$ cat src/hw/rtl/ccs_pkg.sv
// Shared types, note tables and microcode program of the clock chime scheduler.
package ccs_pkg;

  localparam int unsigned PcW    = 5;
  localparam int unsigned CountW = 4;

  typedef struct packed {
    logic [6:0] pitch;
    logic [2:0] hold;
  } note_t;

  typedef enum logic [1:0] {
    TYPE_WESTMINSTER = 2'd0,
    TYPE_WHITTINGTON = 2'd1,
    TYPE_ST_MICHAELS = 2'd2,
    TYPE_NONE        = 2'd3
  } chime_type_e;

  typedef enum logic [2:0] {
    SRC_CHANGE4 = 3'd0,
    SRC_CHANGE5 = 3'd1,
    SRC_QUARTER = 3'd2,
    SRC_DEEP    = 3'd3,
    SRC_HIGH    = 3'd4,
    SRC_HALF    = 3'd5
  } src_e;

  typedef enum logic [1:0] {
    PAUSE_0    = 2'd0,
    PAUSE_100  = 2'd1,
    PAUSE_500  = 2'd2,
    PAUSE_1000 = 2'd3
  } pause_e;

  typedef enum logic [1:0] {
    FLOW_NEXT = 2'd0,
    FLOW_LOOP = 2'd1,
    FLOW_END  = 2'd2
  } flow_e;

  typedef struct packed {
    src_e       src;
    logic [1:0] idx;
    pause_e     pause;
    flow_e      flow;
  } uword_t;

  typedef struct packed {
    logic       fire;
    src_e       src;
    logic [1:0] idx;
    pause_e     pause;
    logic       last;
  } ctrl_t;

  // program entry points
  localparam logic [PcW-1:0] PC_HOUR_WM   = 5'd0;
  localparam logic [PcW-1:0] PC_HOUR_TUNE = 5'd9;
  localparam logic [PcW-1:0] PC_HOUR_HIGH = 5'd13;
  localparam logic [PcW-1:0] PC_QUARTER   = 5'd14;
  localparam logic [PcW-1:0] PC_HALF      = 5'd18;

  localparam logic [6:0] PitchDeep  = 7'd57;
  localparam logic [6:0] PitchHigh  = 7'd72;
  localparam logic [6:0] PitchHalfW = 7'd64;

  localparam note_t TuneChange4 [4] = '{'{7'd68, 3'd1}, '{7'd64, 3'd1},
                                        '{7'd66, 3'd1}, '{7'd59, 3'd2}};
  localparam note_t TuneChange5 [4] = '{'{7'd59, 3'd1}, '{7'd66, 3'd1},
                                        '{7'd68, 3'd1}, '{7'd64, 3'd2}};
  localparam note_t TuneQtrW    [4] = '{'{7'd68, 3'd1}, '{7'd66, 3'd1},
                                        '{7'd64, 3'd1}, '{7'd59, 3'd2}};
  localparam note_t TuneQtrWh   [4] = '{'{7'd72, 3'd1}, '{7'd69, 3'd1},
                                        '{7'd65, 3'd1}, '{7'd60, 3'd2}};
  localparam note_t TuneQtrSm   [4] = '{'{7'd67, 3'd1}, '{7'd64, 3'd1},
                                        '{7'd60, 3'd1}, '{7'd67, 3'd2}};

  function automatic uword_t uw(src_e s, logic [1:0] i, pause_e p, flow_e f);
    uword_t w;
    w.src   = s;
    w.idx   = i;
    w.pause = p;
    w.flow  = f;
    return w;
  endfunction

  function automatic uword_t ccs_ucode(logic [PcW-1:0] pc);
    uword_t w;
    case (pc)
      5'd0:    w = uw(SRC_CHANGE4, 2'd0, PAUSE_100,  FLOW_NEXT);
      5'd1:    w = uw(SRC_CHANGE4, 2'd1, PAUSE_100,  FLOW_NEXT);
      5'd2:    w = uw(SRC_CHANGE4, 2'd2, PAUSE_100,  FLOW_NEXT);
      5'd3:    w = uw(SRC_CHANGE4, 2'd3, PAUSE_500,  FLOW_NEXT);
      5'd4:    w = uw(SRC_CHANGE5, 2'd0, PAUSE_100,  FLOW_NEXT);
      5'd5:    w = uw(SRC_CHANGE5, 2'd1, PAUSE_100,  FLOW_NEXT);
      5'd6:    w = uw(SRC_CHANGE5, 2'd2, PAUSE_100,  FLOW_NEXT);
      5'd7:    w = uw(SRC_CHANGE5, 2'd3, PAUSE_1000, FLOW_NEXT);
      5'd8:    w = uw(SRC_DEEP,    2'd0, PAUSE_1000, FLOW_LOOP);
      5'd9:    w = uw(SRC_QUARTER, 2'd0, PAUSE_100,  FLOW_NEXT);
      5'd10:   w = uw(SRC_QUARTER, 2'd1, PAUSE_100,  FLOW_NEXT);
      5'd11:   w = uw(SRC_QUARTER, 2'd2, PAUSE_100,  FLOW_NEXT);
      5'd12:   w = uw(SRC_QUARTER, 2'd3, PAUSE_500,  FLOW_NEXT);
      5'd13:   w = uw(SRC_HIGH,    2'd0, PAUSE_500,  FLOW_LOOP);
      5'd14:   w = uw(SRC_QUARTER, 2'd0, PAUSE_100,  FLOW_NEXT);
      5'd15:   w = uw(SRC_QUARTER, 2'd1, PAUSE_100,  FLOW_NEXT);
      5'd16:   w = uw(SRC_QUARTER, 2'd2, PAUSE_100,  FLOW_NEXT);
      5'd17:   w = uw(SRC_QUARTER, 2'd3, PAUSE_0,    FLOW_END);
      5'd18:   w = uw(SRC_HALF,    2'd0, PAUSE_0,    FLOW_END);
      default: w = uw(SRC_HALF,    2'd0, PAUSE_0,    FLOW_END);
    endcase
    return w;
  endfunction

  function automatic logic [9:0] ccs_pause_ms(pause_e p);
    logic [9:0] ms;
    case (p)
      PAUSE_0:    ms = 10'd0;
      PAUSE_100:  ms = 10'd100;
      PAUSE_500:  ms = 10'd500;
      PAUSE_1000: ms = 10'd1000;
      default:    ms = 10'd0;
    endcase
    return ms;
  endfunction

endpackage

$ cat src/hw/rtl/ccs_seq.sv
// Microcode sequencer: due test, repeat guard, step counter and strike loop.
module ccs_seq import ccs_pkg::*; (
  input  logic        clk_i,
  input  logic        rst_ni,
  input  logic        in_valid_i,
  input  logic [4:0]  hour_i,
  input  logic [5:0]  minute_i,
  input  logic [1:0]  chime_type_i,
  input  logic [2:0]  chime_rate_i,
  input  logic        out_free_i,
  output logic        in_ready_o,
  output ctrl_t       ctrl_o
);

  typedef enum logic [1:0] {
    ST_IDLE = 2'b01,
    ST_RUN  = 2'b10
  } state_e;

  state_e            state_q, state_d;
  logic [PcW-1:0]    pc_q, pc_d;
  logic [CountW-1:0] count_q, count_d;
  logic [6:0]        last_min_q, last_min_d;
  logic [4:0]        last_hour_q, last_hour_d;

  uword_t            word;
  logic              accept, due, repeat_hit, fire, last_strike;
  logic              m_zero, m_15, m_30, m_45, m_60;
  logic [4:0]        hour_mod;
  logic [CountW-1:0] strikes;
  logic              start;
  logic [PcW-1:0]    entry;

  assign in_ready_o = (state_q == ST_IDLE);
  assign accept     = in_ready_o && in_valid_i;

  assign m_zero = (minute_i == 6'd0);
  assign m_15   = (minute_i == 6'd15);
  assign m_30   = (minute_i == 6'd30);
  assign m_45   = (minute_i == 6'd45);
  assign m_60   = (minute_i == 6'd60);

  assign due = (chime_rate_i[2] && (m_zero || m_15 || m_30 || m_45 || m_60))
            || ((chime_rate_i >= 3'd2) && (m_zero || m_30 || m_60))
            || ((chime_rate_i != 3'd0) && m_zero);

  assign repeat_hit = ({1'b0, minute_i} == last_min_q) && (hour_i == last_hour_q);

  // hour mod 12, zero meaning twelve
  always_comb begin
    if (hour_i >= 5'd24) begin
      hour_mod = hour_i - 5'd24;
    end else if (hour_i >= 5'd12) begin
      hour_mod = hour_i - 5'd12;
    end else begin
      hour_mod = hour_i;
    end
    strikes = (hour_mod == 5'd0) ? 4'd12 : hour_mod[CountW-1:0];
  end

  always_comb begin
    start = 1'b0;
    entry = PC_HALF;
    if (m_zero) begin
      start = 1'b1;
      case (chime_type_i)
        TYPE_WESTMINSTER: entry = PC_HOUR_WM;
        TYPE_NONE:        entry = PC_HOUR_HIGH;
        default:          entry = PC_HOUR_TUNE;
      endcase
    end else if (m_30) begin
      start = 1'b1;
      entry = PC_HALF;
    end else if (m_15 || m_45) begin
      start = (chime_type_i != TYPE_NONE);
      entry = PC_QUARTER;
    end
  end

  assign word        = ccs_ucode(pc_q);
  assign fire        = (state_q == ST_RUN) && out_free_i;
  assign last_strike = (count_q == 4'd1);

  always_comb begin
    ctrl_o.fire  = fire;
    ctrl_o.src   = word.src;
    ctrl_o.idx   = word.idx;
    ctrl_o.last  = (word.flow == FLOW_END) || ((word.flow == FLOW_LOOP) && last_strike);
    ctrl_o.pause = ctrl_o.last ? PAUSE_0 : word.pause;
  end

  always_comb begin
    state_d     = state_q;
    pc_d        = pc_q;
    count_d     = count_q;
    last_min_d  = last_min_q;
    last_hour_d = last_hour_q;
    if (accept && due && !repeat_hit) begin
      last_min_d  = {1'b0, minute_i};
      last_hour_d = hour_i;
      pc_d        = entry;
      count_d     = strikes;
      if (start) begin
        state_d = ST_RUN;
      end
    end
    if (fire) begin
      case (word.flow)
        FLOW_NEXT: pc_d = pc_q + 1'b1;
        FLOW_LOOP: begin
          if (last_strike) begin
            state_d = ST_IDLE;
          end else begin
            count_d = count_q - 1'b1;
          end
        end
        default: state_d = ST_IDLE;
      endcase
    end
  end

  always_ff @(posedge clk_i or negedge rst_ni) begin
    if (!rst_ni) begin
      state_q     <= ST_IDLE;
      pc_q        <= '0;
      count_q     <= '0;
      last_min_q  <= 7'd127;
      last_hour_q <= 5'd31;
    end else begin
      state_q     <= state_d;
      pc_q        <= pc_d;
      count_q     <= count_d;
      last_min_q  <= last_min_d;
      last_hour_q <= last_hour_d;
    end
  end

endmodule

$ cat src/hw/rtl/ccs_dp.sv
// Note datapath: tune lookup, pause decode and the output word register.
module ccs_dp import ccs_pkg::*; (
  input  logic        clk_i,
  input  logic        rst_ni,
  input  ctrl_t       ctrl_i,
  input  logic [1:0]  chime_type_i,
  input  logic        ready_i,
  output logic        out_free_o,
  output logic        valid_o,
  output logic [6:0]  pitch_o,
  output logic [2:0]  hold_o,
  output logic [9:0]  pause_o,
  output logic        last_o
);

  logic  valid_q, valid_d;
  note_t note_q, note_d;
  logic [9:0] pause_q, pause_d;
  logic  last_q, last_d;
  note_t note;

  always_comb begin
    case (ctrl_i.src)
      SRC_CHANGE4: note = TuneChange4[ctrl_i.idx];
      SRC_CHANGE5: note = TuneChange5[ctrl_i.idx];
      SRC_QUARTER: begin
        case (chime_type_i)
          TYPE_WHITTINGTON: note = TuneQtrWh[ctrl_i.idx];
          TYPE_ST_MICHAELS: note = TuneQtrSm[ctrl_i.idx];
          default:          note = TuneQtrW[ctrl_i.idx];
        endcase
      end
      SRC_DEEP: note = '{PitchDeep, 3'd4};
      SRC_HIGH: note = '{PitchHigh, 3'd2};
      default:  note = '{(chime_type_i == TYPE_WESTMINSTER) ? PitchHalfW : PitchHigh, 3'd4};
    endcase
  end

  assign out_free_o = !valid_q || ready_i;

  always_comb begin
    valid_d = valid_q;
    note_d  = note_q;
    pause_d = pause_q;
    last_d  = last_q;
    if (ctrl_i.fire) begin
      valid_d = 1'b1;
      note_d  = note;
      pause_d = ccs_pause_ms(ctrl_i.pause);
      last_d  = ctrl_i.last;
    end else if (ready_i) begin
      valid_d = 1'b0;
    end
  end

  always_ff @(posedge clk_i or negedge rst_ni) begin
    if (!rst_ni) begin
      valid_q <= 1'b0;
    end else begin
      valid_q <= valid_d;
    end
  end

  always_ff @(posedge clk_i) begin
    note_q  <= note_d;
    pause_q <= pause_d;
    last_q  <= last_d;
  end

  assign valid_o = valid_q;
  assign pitch_o = note_q.pitch;
  assign hold_o  = note_q.hold;
  assign pause_o = pause_q;
  assign last_o  = last_q;

endmodule

$ cat src/hw/rtl/clock_chime_scheduler.sv
// Clock chime scheduler top level: configuration registers, sequencer and datapath.
//
// Input stream: one word per time sample, hour and minute. A sample that is due
// for the configured chime rate and differs from the last due pair starts a
// chime, except at minute 60 and at a quarter with type 3 (none); the output
// stream then carries one word per note, tlast on the final one. A chime has at
// most 20 notes, one microcode step per note, and the next sample is taken once
// the final note word has been loaded into the output register. The strike loop
// repeats one microcode step for 1 to 12 strikes.
// A note appears on the output in the cycle after its step. When the receiver
// stalls the output register holds its word and the sequencer waits on the same
// step; a new sample may be taken while the final note still waits.
// Reset empties the output register, returns the sequencer to idle, sets the
// type to 0 and the rate to 2, and forgets the last chimed pair.
// Registers via APB: chime_type at 0x0, chime_rate at 0x4.
module clock_chime_scheduler import ccs_pkg::*; (
  input  logic        clk_i,
  input  logic        rst_ni,
  input  logic        s_axis_tvalid,
  output logic        s_axis_tready,
  input  logic [15:0] s_axis_tdata,   // hour[4:0], minute[10:5], zero
  output logic        m_axis_tvalid,
  input  logic        m_axis_tready,
  output logic [23:0] m_axis_tdata,   // pitch[6:0], hold_quarters[9:7], pause_after_ms[19:10]
  output logic        m_axis_tlast,
  input  logic        psel,
  input  logic        penable,
  input  logic        pwrite,
  input  logic [2:0]  paddr,
  input  logic [31:0] pwdata,
  output logic [31:0] prdata,
  output logic        pready
);

  logic [1:0] chime_type_q;
  logic [2:0] chime_rate_q;
  logic       cfg_wr;
  logic       out_free;
  ctrl_t      ctrl;
  logic [6:0] pitch;
  logic [2:0] hold;
  logic [9:0] pause;

  assign pready = 1'b1;
  assign cfg_wr = psel && penable && pwrite && pready;
  assign prdata = paddr[2] ? {29'd0, chime_rate_q} : {30'd0, chime_type_q};

  always_ff @(posedge clk_i or negedge rst_ni) begin
    if (!rst_ni) begin
      chime_type_q <= TYPE_WESTMINSTER;
      chime_rate_q <= 3'd2;
    end else if (cfg_wr) begin
      if (paddr[2]) begin
        chime_rate_q <= pwdata[2:0];
      end else begin
        chime_type_q <= pwdata[1:0];
      end
    end
  end

  ccs_seq u_seq (
    .clk_i        (clk_i),
    .rst_ni       (rst_ni),
    .in_valid_i   (s_axis_tvalid),
    .hour_i       (s_axis_tdata[4:0]),
    .minute_i     (s_axis_tdata[10:5]),
    .chime_type_i (chime_type_q),
    .chime_rate_i (chime_rate_q),
    .out_free_i   (out_free),
    .in_ready_o   (s_axis_tready),
    .ctrl_o       (ctrl)
  );

  ccs_dp u_dp (
    .clk_i        (clk_i),
    .rst_ni       (rst_ni),
    .ctrl_i       (ctrl),
    .chime_type_i (chime_type_q),
    .ready_i      (m_axis_tready),
    .out_free_o   (out_free),
    .valid_o      (m_axis_tvalid),
    .pitch_o      (pitch),
    .hold_o       (hold),
    .pause_o      (pause),
    .last_o       (m_axis_tlast)
  );

  assign m_axis_tdata = {4'd0, pause, hold, pitch};

endmodule

$ cat config.mk
export PLATFORM = sky130hd
export DESIGN_NAME = clock_chime_scheduler
export DESIGN_NICKNAME = d
export VERILOG_FILES = /design/src/hw/rtl/ccs_pkg.sv /design/src/hw/rtl/ccs_seq.sv /design/src/hw/rtl/ccs_dp.sv /design/src/hw/rtl/clock_chime_scheduler.sv
export SDC_FILE = /design/constraint.sdc
export NUM_CORES = 1
export LEC_CHECK = 0
export BUFFER_PORTS_ARGS = -buffer_cell sky130_fd_sc_hd__buf_4
export CORE_MARGIN = 2
export CORE_UTILIZATION = 52
export CTS_CLUSTER_DIAMETER = 100
export DETAILED_ROUTE_END_ITERATION = 8
export PLACE_DENSITY = 0.92
export SLEW_MARGIN = 20
export SYNTH_ARGS = -nofsm -noshare
export SYNTH_HDL_FRONTEND = slang
export SYNTH_SLANG_ARGS = --single-unit
$ cat constraint.sdc
create_clock -name clk_i -period 5.5 [get_ports clk_i]
set_input_delay 0 -clock clk_i [delete_from_list [all_inputs] [get_ports clk_i]]
set_output_delay 0 -clock clk_i [all_outputs]
set_load 0.005 [all_outputs]
==> results.sh <==
export IMPL_dpl_hpwl_mm=5.23
export IMPL_first_iter_violations=209
export IMPL_coreArea_mm2=0.00642
export IMPL_clk_latency_ps=300
export IMPL_grt_setup_unrepaired="false"
export IMPL_postCtsHoldBufs=6
export IMPL_synth_top_area_cell="edfxtp_1"
export IMPL_globalplace_congestion=0.838
export IMPL_clockRootBuffer="clkbuf_8"
export IMPL_rrSetupSlack_ps=2620
export IMPL_post_route_period_util=0.523
export IMPL_firstDrtPassIters=7
export IMPL_avgRoutedWirePerCell_um=14.4
export IMPL_crit_chain="inv_1 > ha_1 > or3b_2 > nand2_1 > o21ai_1 > or2_2 > ha_1 > or2_2"
export IMPL_io_buffers=45
export IMPL_maxCapViolCount=0
export IMPL_max_vdd_ir_drop_mv=0.102
export IMPL_syn_mean_instance_area_um2=9.50
export IMPL_grt_overflow=0
export IMPL_drv_slew=0
export IMPL_synth_warnings=0
export IMPL_rows=29
export IMPL_grt_start_max_net_pins=30
export IMPL_synth_cell_area_mm2=0.00349
export IMPL_yosys_register_bits=44
export IMPL_ys_flop_type="edfxtp_1"
export IMPL_ios=118
export IMPL_wl_met1_mm=2.90
export IMPL_grtUsageTotal=0.193
export IMPL_wl_met2_mm=3.64
export IMPL_diodes=0
export IMPL_area_growth_pct=10.3
export IMPL_end_kind="register"
export IMPL_crit_buf_inv=1
export IMPL_drive_above_1_share=0.232
export IMPL_via_count=2706
export IMPL_synth_cell_types=68
export IMPL_fmaxAchievable_mhz=347
export IMPL_critPathTopFamily="simple AND/OR/NAND/NOR gates"
export IMPL_grt_pass1_vias=2504
export IMPL_place_ws_ps=2650
export IMPL_die_w_um=85.9
export IMPL_setup_viol=0
export IMPL_vias_per_cell=5.61
export IMPL_drc=6
export IMPL_cellLeakagePower_nw=1.69
export IMPL_critical_path_arrival_ps=2930
export IMPL_worstPathMaxFanout=9
export IMPL_async_flop_share=0.659
export IMPL_post_cts_buffers=0
export IMPL_layout_setup_ws_ps=2620
export IMPL_dieHeight_um=85.9
export IMPL_ys_top_cells_by_area="edfxtp_1, dfrtp_1, dfstp_2, ha_1, buf_4"
export IMPL_cts_max_path_buffers=2
export IMPL_antenna_found_initial=0
export IMPL_cp_slowest_cell="dfrtp_1"
export IMPL_drt_total_wl_mm=6.95
export IMPL_hold_path_class="in2reg"
export IMPL_cpPeakStageDelay_ps=510
export IMPL_fin_nets=488
export IMPL_ys_seq_area_frac=0.342
export IMPL_grt_pass1_wl_mm=11.6
export IMPL_crit_required_ps=5550
export IMPL_die_area_mm2=0.00737
export IMPL_final_setup_tns_ps=0
export IMPL_hold_violations=0
export IMPL_power_density_mw_per_mm2=184
export IMPL_skew_ps=9.13
export IMPL_crit_type="reg2reg"
export IMPL_clk_pin_slew_ps=80
export IMPL_cts_resized=0
export IMPL_cts_buffers=5
export IMPL_violations="DRC"
export IMPL_cp_start_kind="register"
export IMPL_synth_top_area_frac=0.129
export IMPL_start_util=0.543
export IMPL_cts_tree="yes"
export IMPL_status="finished with violations"
export IMPL_top_layer_used="met4"
export IMPL_route_met3_wl_um=334
export IMPL_post_route_min_period_ps=2880
export IMPL_ant_nets=0
export IMPL_htreeDepth=2
export IMPL_synthCells=367
export IMPL_tightest_slew_ps=926
export IMPL_slew_limit_headroom=0.379
export IMPL_cts_num_sinks=44
export IMPL_synth_edf_count=15
[cells by family (layout without fill, tap and decap cells)]
group,count (synthesis),in the layout,synth area share
other,2,36,0.00215
buffers and inverters,82,86,0.136
flip-flops,44,44,0.342
multiplexers,18,18,0.0571
AO/OA/AOI/OAI,87,87,0.169
adder cells (fa/ha/maj),26,26,0.0933
XOR/XNOR,13,13,0.0327
AND/OR/NAND/NOR,95,95,0.167
[registers in the layout, indices dropped and copies added, names as in the netlist]
name	count
chime_rate_q	3
chime_type_q	2
u_dp.hold_o	3
u_dp.last_o	1
u_dp.pause_o	5
u_dp.pitch_o	6
u_dp.valid_o	1
u_seq.count_q	4
u_seq.last_hour_q	5
u_seq.last_min_q	7
u_seq.pc_q	5
u_seq.state_q	2
[worst paths after layout]
check / cells past startpoint / start / to
setup / recovery: 8 / u_seq.pc_q[1]$_DFF_PN0_ / u_dp.pause_o[8]$_DFFE_PP_
hold / removal: 2 / s_axis_tdata[6] / u_seq.last_min_q[1]$_DFFE_PN1N_
setup reg to reg: 8 / u_seq.pc_q[1]$_DFF_PN0_ / u_dp.pause_o[8]$_DFFE_PP_
hold reg to reg: 2 / u_seq.last_min_q[2]$_DFFE_PN1N_ / u_seq.last_min_q[2]$_DFFE_PN1N_
max in group asynchronous: 2 / rst_ni / u_seq.last_hour_q[0]$_DFFE_PN1N_
min in group asynchronous: 2 / rst_ni / u_seq.pc_q[4]$_DFF_PN0_
[placed cells by master, fill, tap and decap left out, drive strengths merged, types with 3 or more instances in the layout]
| cell | synthesis | routed |
|---|---|---|
| mux2i | 6 | 6 |
| a21oi | 15 | 15 |
| o31ai | 4 | 4 |
| a311o | 3 | 3 |
| dfstp | 14 | 14 |
| mux2 | 12 | 12 |
| nor2 | 11 | 11 |
| or4 | 3 | 3 |
| a31oi | 4 | 4 |
| xnor2 | 10 | 10 |
| nand2 | 22 | 22 |
| dfrtp | 15 | 15 |
| a21o | 3 | 3 |
| clkbuf | 12 | 8 |
| nand4 | 6 | 6 |
| a311oi | 4 | 4 |
| o22ai | 3 | 3 |
| nand2b | 4 | 4 |
| buf | 44 | 46 |
| edfxtp | 15 | 15 |
| inv | 26 | 26 |
| nor3b | 4 | 4 |
| o21ai | 23 | 23 |
| conb | 2 | 36 |
| nor3 | 8 | 8 |
| and2 | 6 | 6 |
| o211ai | 4 | 4 |
| nor4 | 5 | 5 |
| nor2b | 5 | 5 |
| a211oi | 3 | 3 |
| ha | 26 | 26 |
| dlygate4sd3 | 0 | 6 |
| nand3 | 4 | 4 |
| xor2 | 3 | 3 |
| or2 | 5 | 5 |
[final cells by class]
type,count,area (um2)
multi-input combinational,275,1950
timing repair buffer,52,405
sequential,44,1190
fill,566,2580
inverter,26,97.6
tap,77,96.3
clock buffer,8,100
[per-layer routing]
metal	global-route usage	vias up
li1	-	1319
met4	0.0404	0
met1	0.244	1300
met5	0	-
met3	0.0356	8
met2	0.345	79
[synth_stat cells, types with 3 or more instances]
| master | number |
|---|---|
| a211oi_1 | 3 |
| a21o_1 | 3 |
| a21oi_1 | 15 |
| a311o_1 | 3 |
| a311oi_1 | 4 |
| a31oi_1 | 4 |
| and2_1 | 6 |
| buf_4 | 40 |
| clkbuf_1 | 12 |
| dfrtp_1 | 15 |
| dfstp_2 | 14 |
| edfxtp_1 | 15 |
| ha_1 | 26 |
| inv_1 | 26 |
| mux2_2 | 11 |
| mux2i_1 | 6 |
| nand2_1 | 22 |
| nand2b_1 | 4 |
| nand3_1 | 3 |
| nand4_1 | 6 |
| nor2_1 | 11 |
| nor2b_1 | 5 |
| nor3_1 | 6 |
| nor3b_1 | 4 |
| nor4_1 | 4 |
| o211ai_1 | 4 |
| o21ai_0 | 22 |
| o22ai_1 | 3 |
| o31ai_1 | 4 |
| or2_2 | 5 |
| xnor2_1 | 10 |
| xor2_1 | 3 |
[per-stage QoR]
step	hold WS, ps	cells	power (mW)	util	cell area, um2
4_1_cts	21.7	482	0.709	0.598	3840
3_3_place_gp	-58.5	468	0.479	0.574	3680
6_report	22.3	482	0.708	0.598	3840
2_1_floorplan	-296	401	0.455	-	3610
5_1_grt	28.3	482	0.738	0.598	3840
3_5_place_dp	-54.0	468	0.483	0.574	3680
[power breakdown]
group	total, mW	leakage, nW	internal [mW]	switching (mW)
logic	0.125	1.19	0.0546	0.0702
registers	0.357	0.454	0.347	0.00997
clock network	0.227	0.0515	0.115	0.112
total	0.708	1.69	0.516	0.192
[worst register-to-register path: stages (launching register included)]
cell and delay, ps:
dfrtp_1 510, inv_1 150, ha_1 320, or3b_2 490
nand2_1 80, o21ai_1 200, or2_2 370, ha_1 220
or2_2 300
Note: power is estimated with default switching activity, not from simulation.
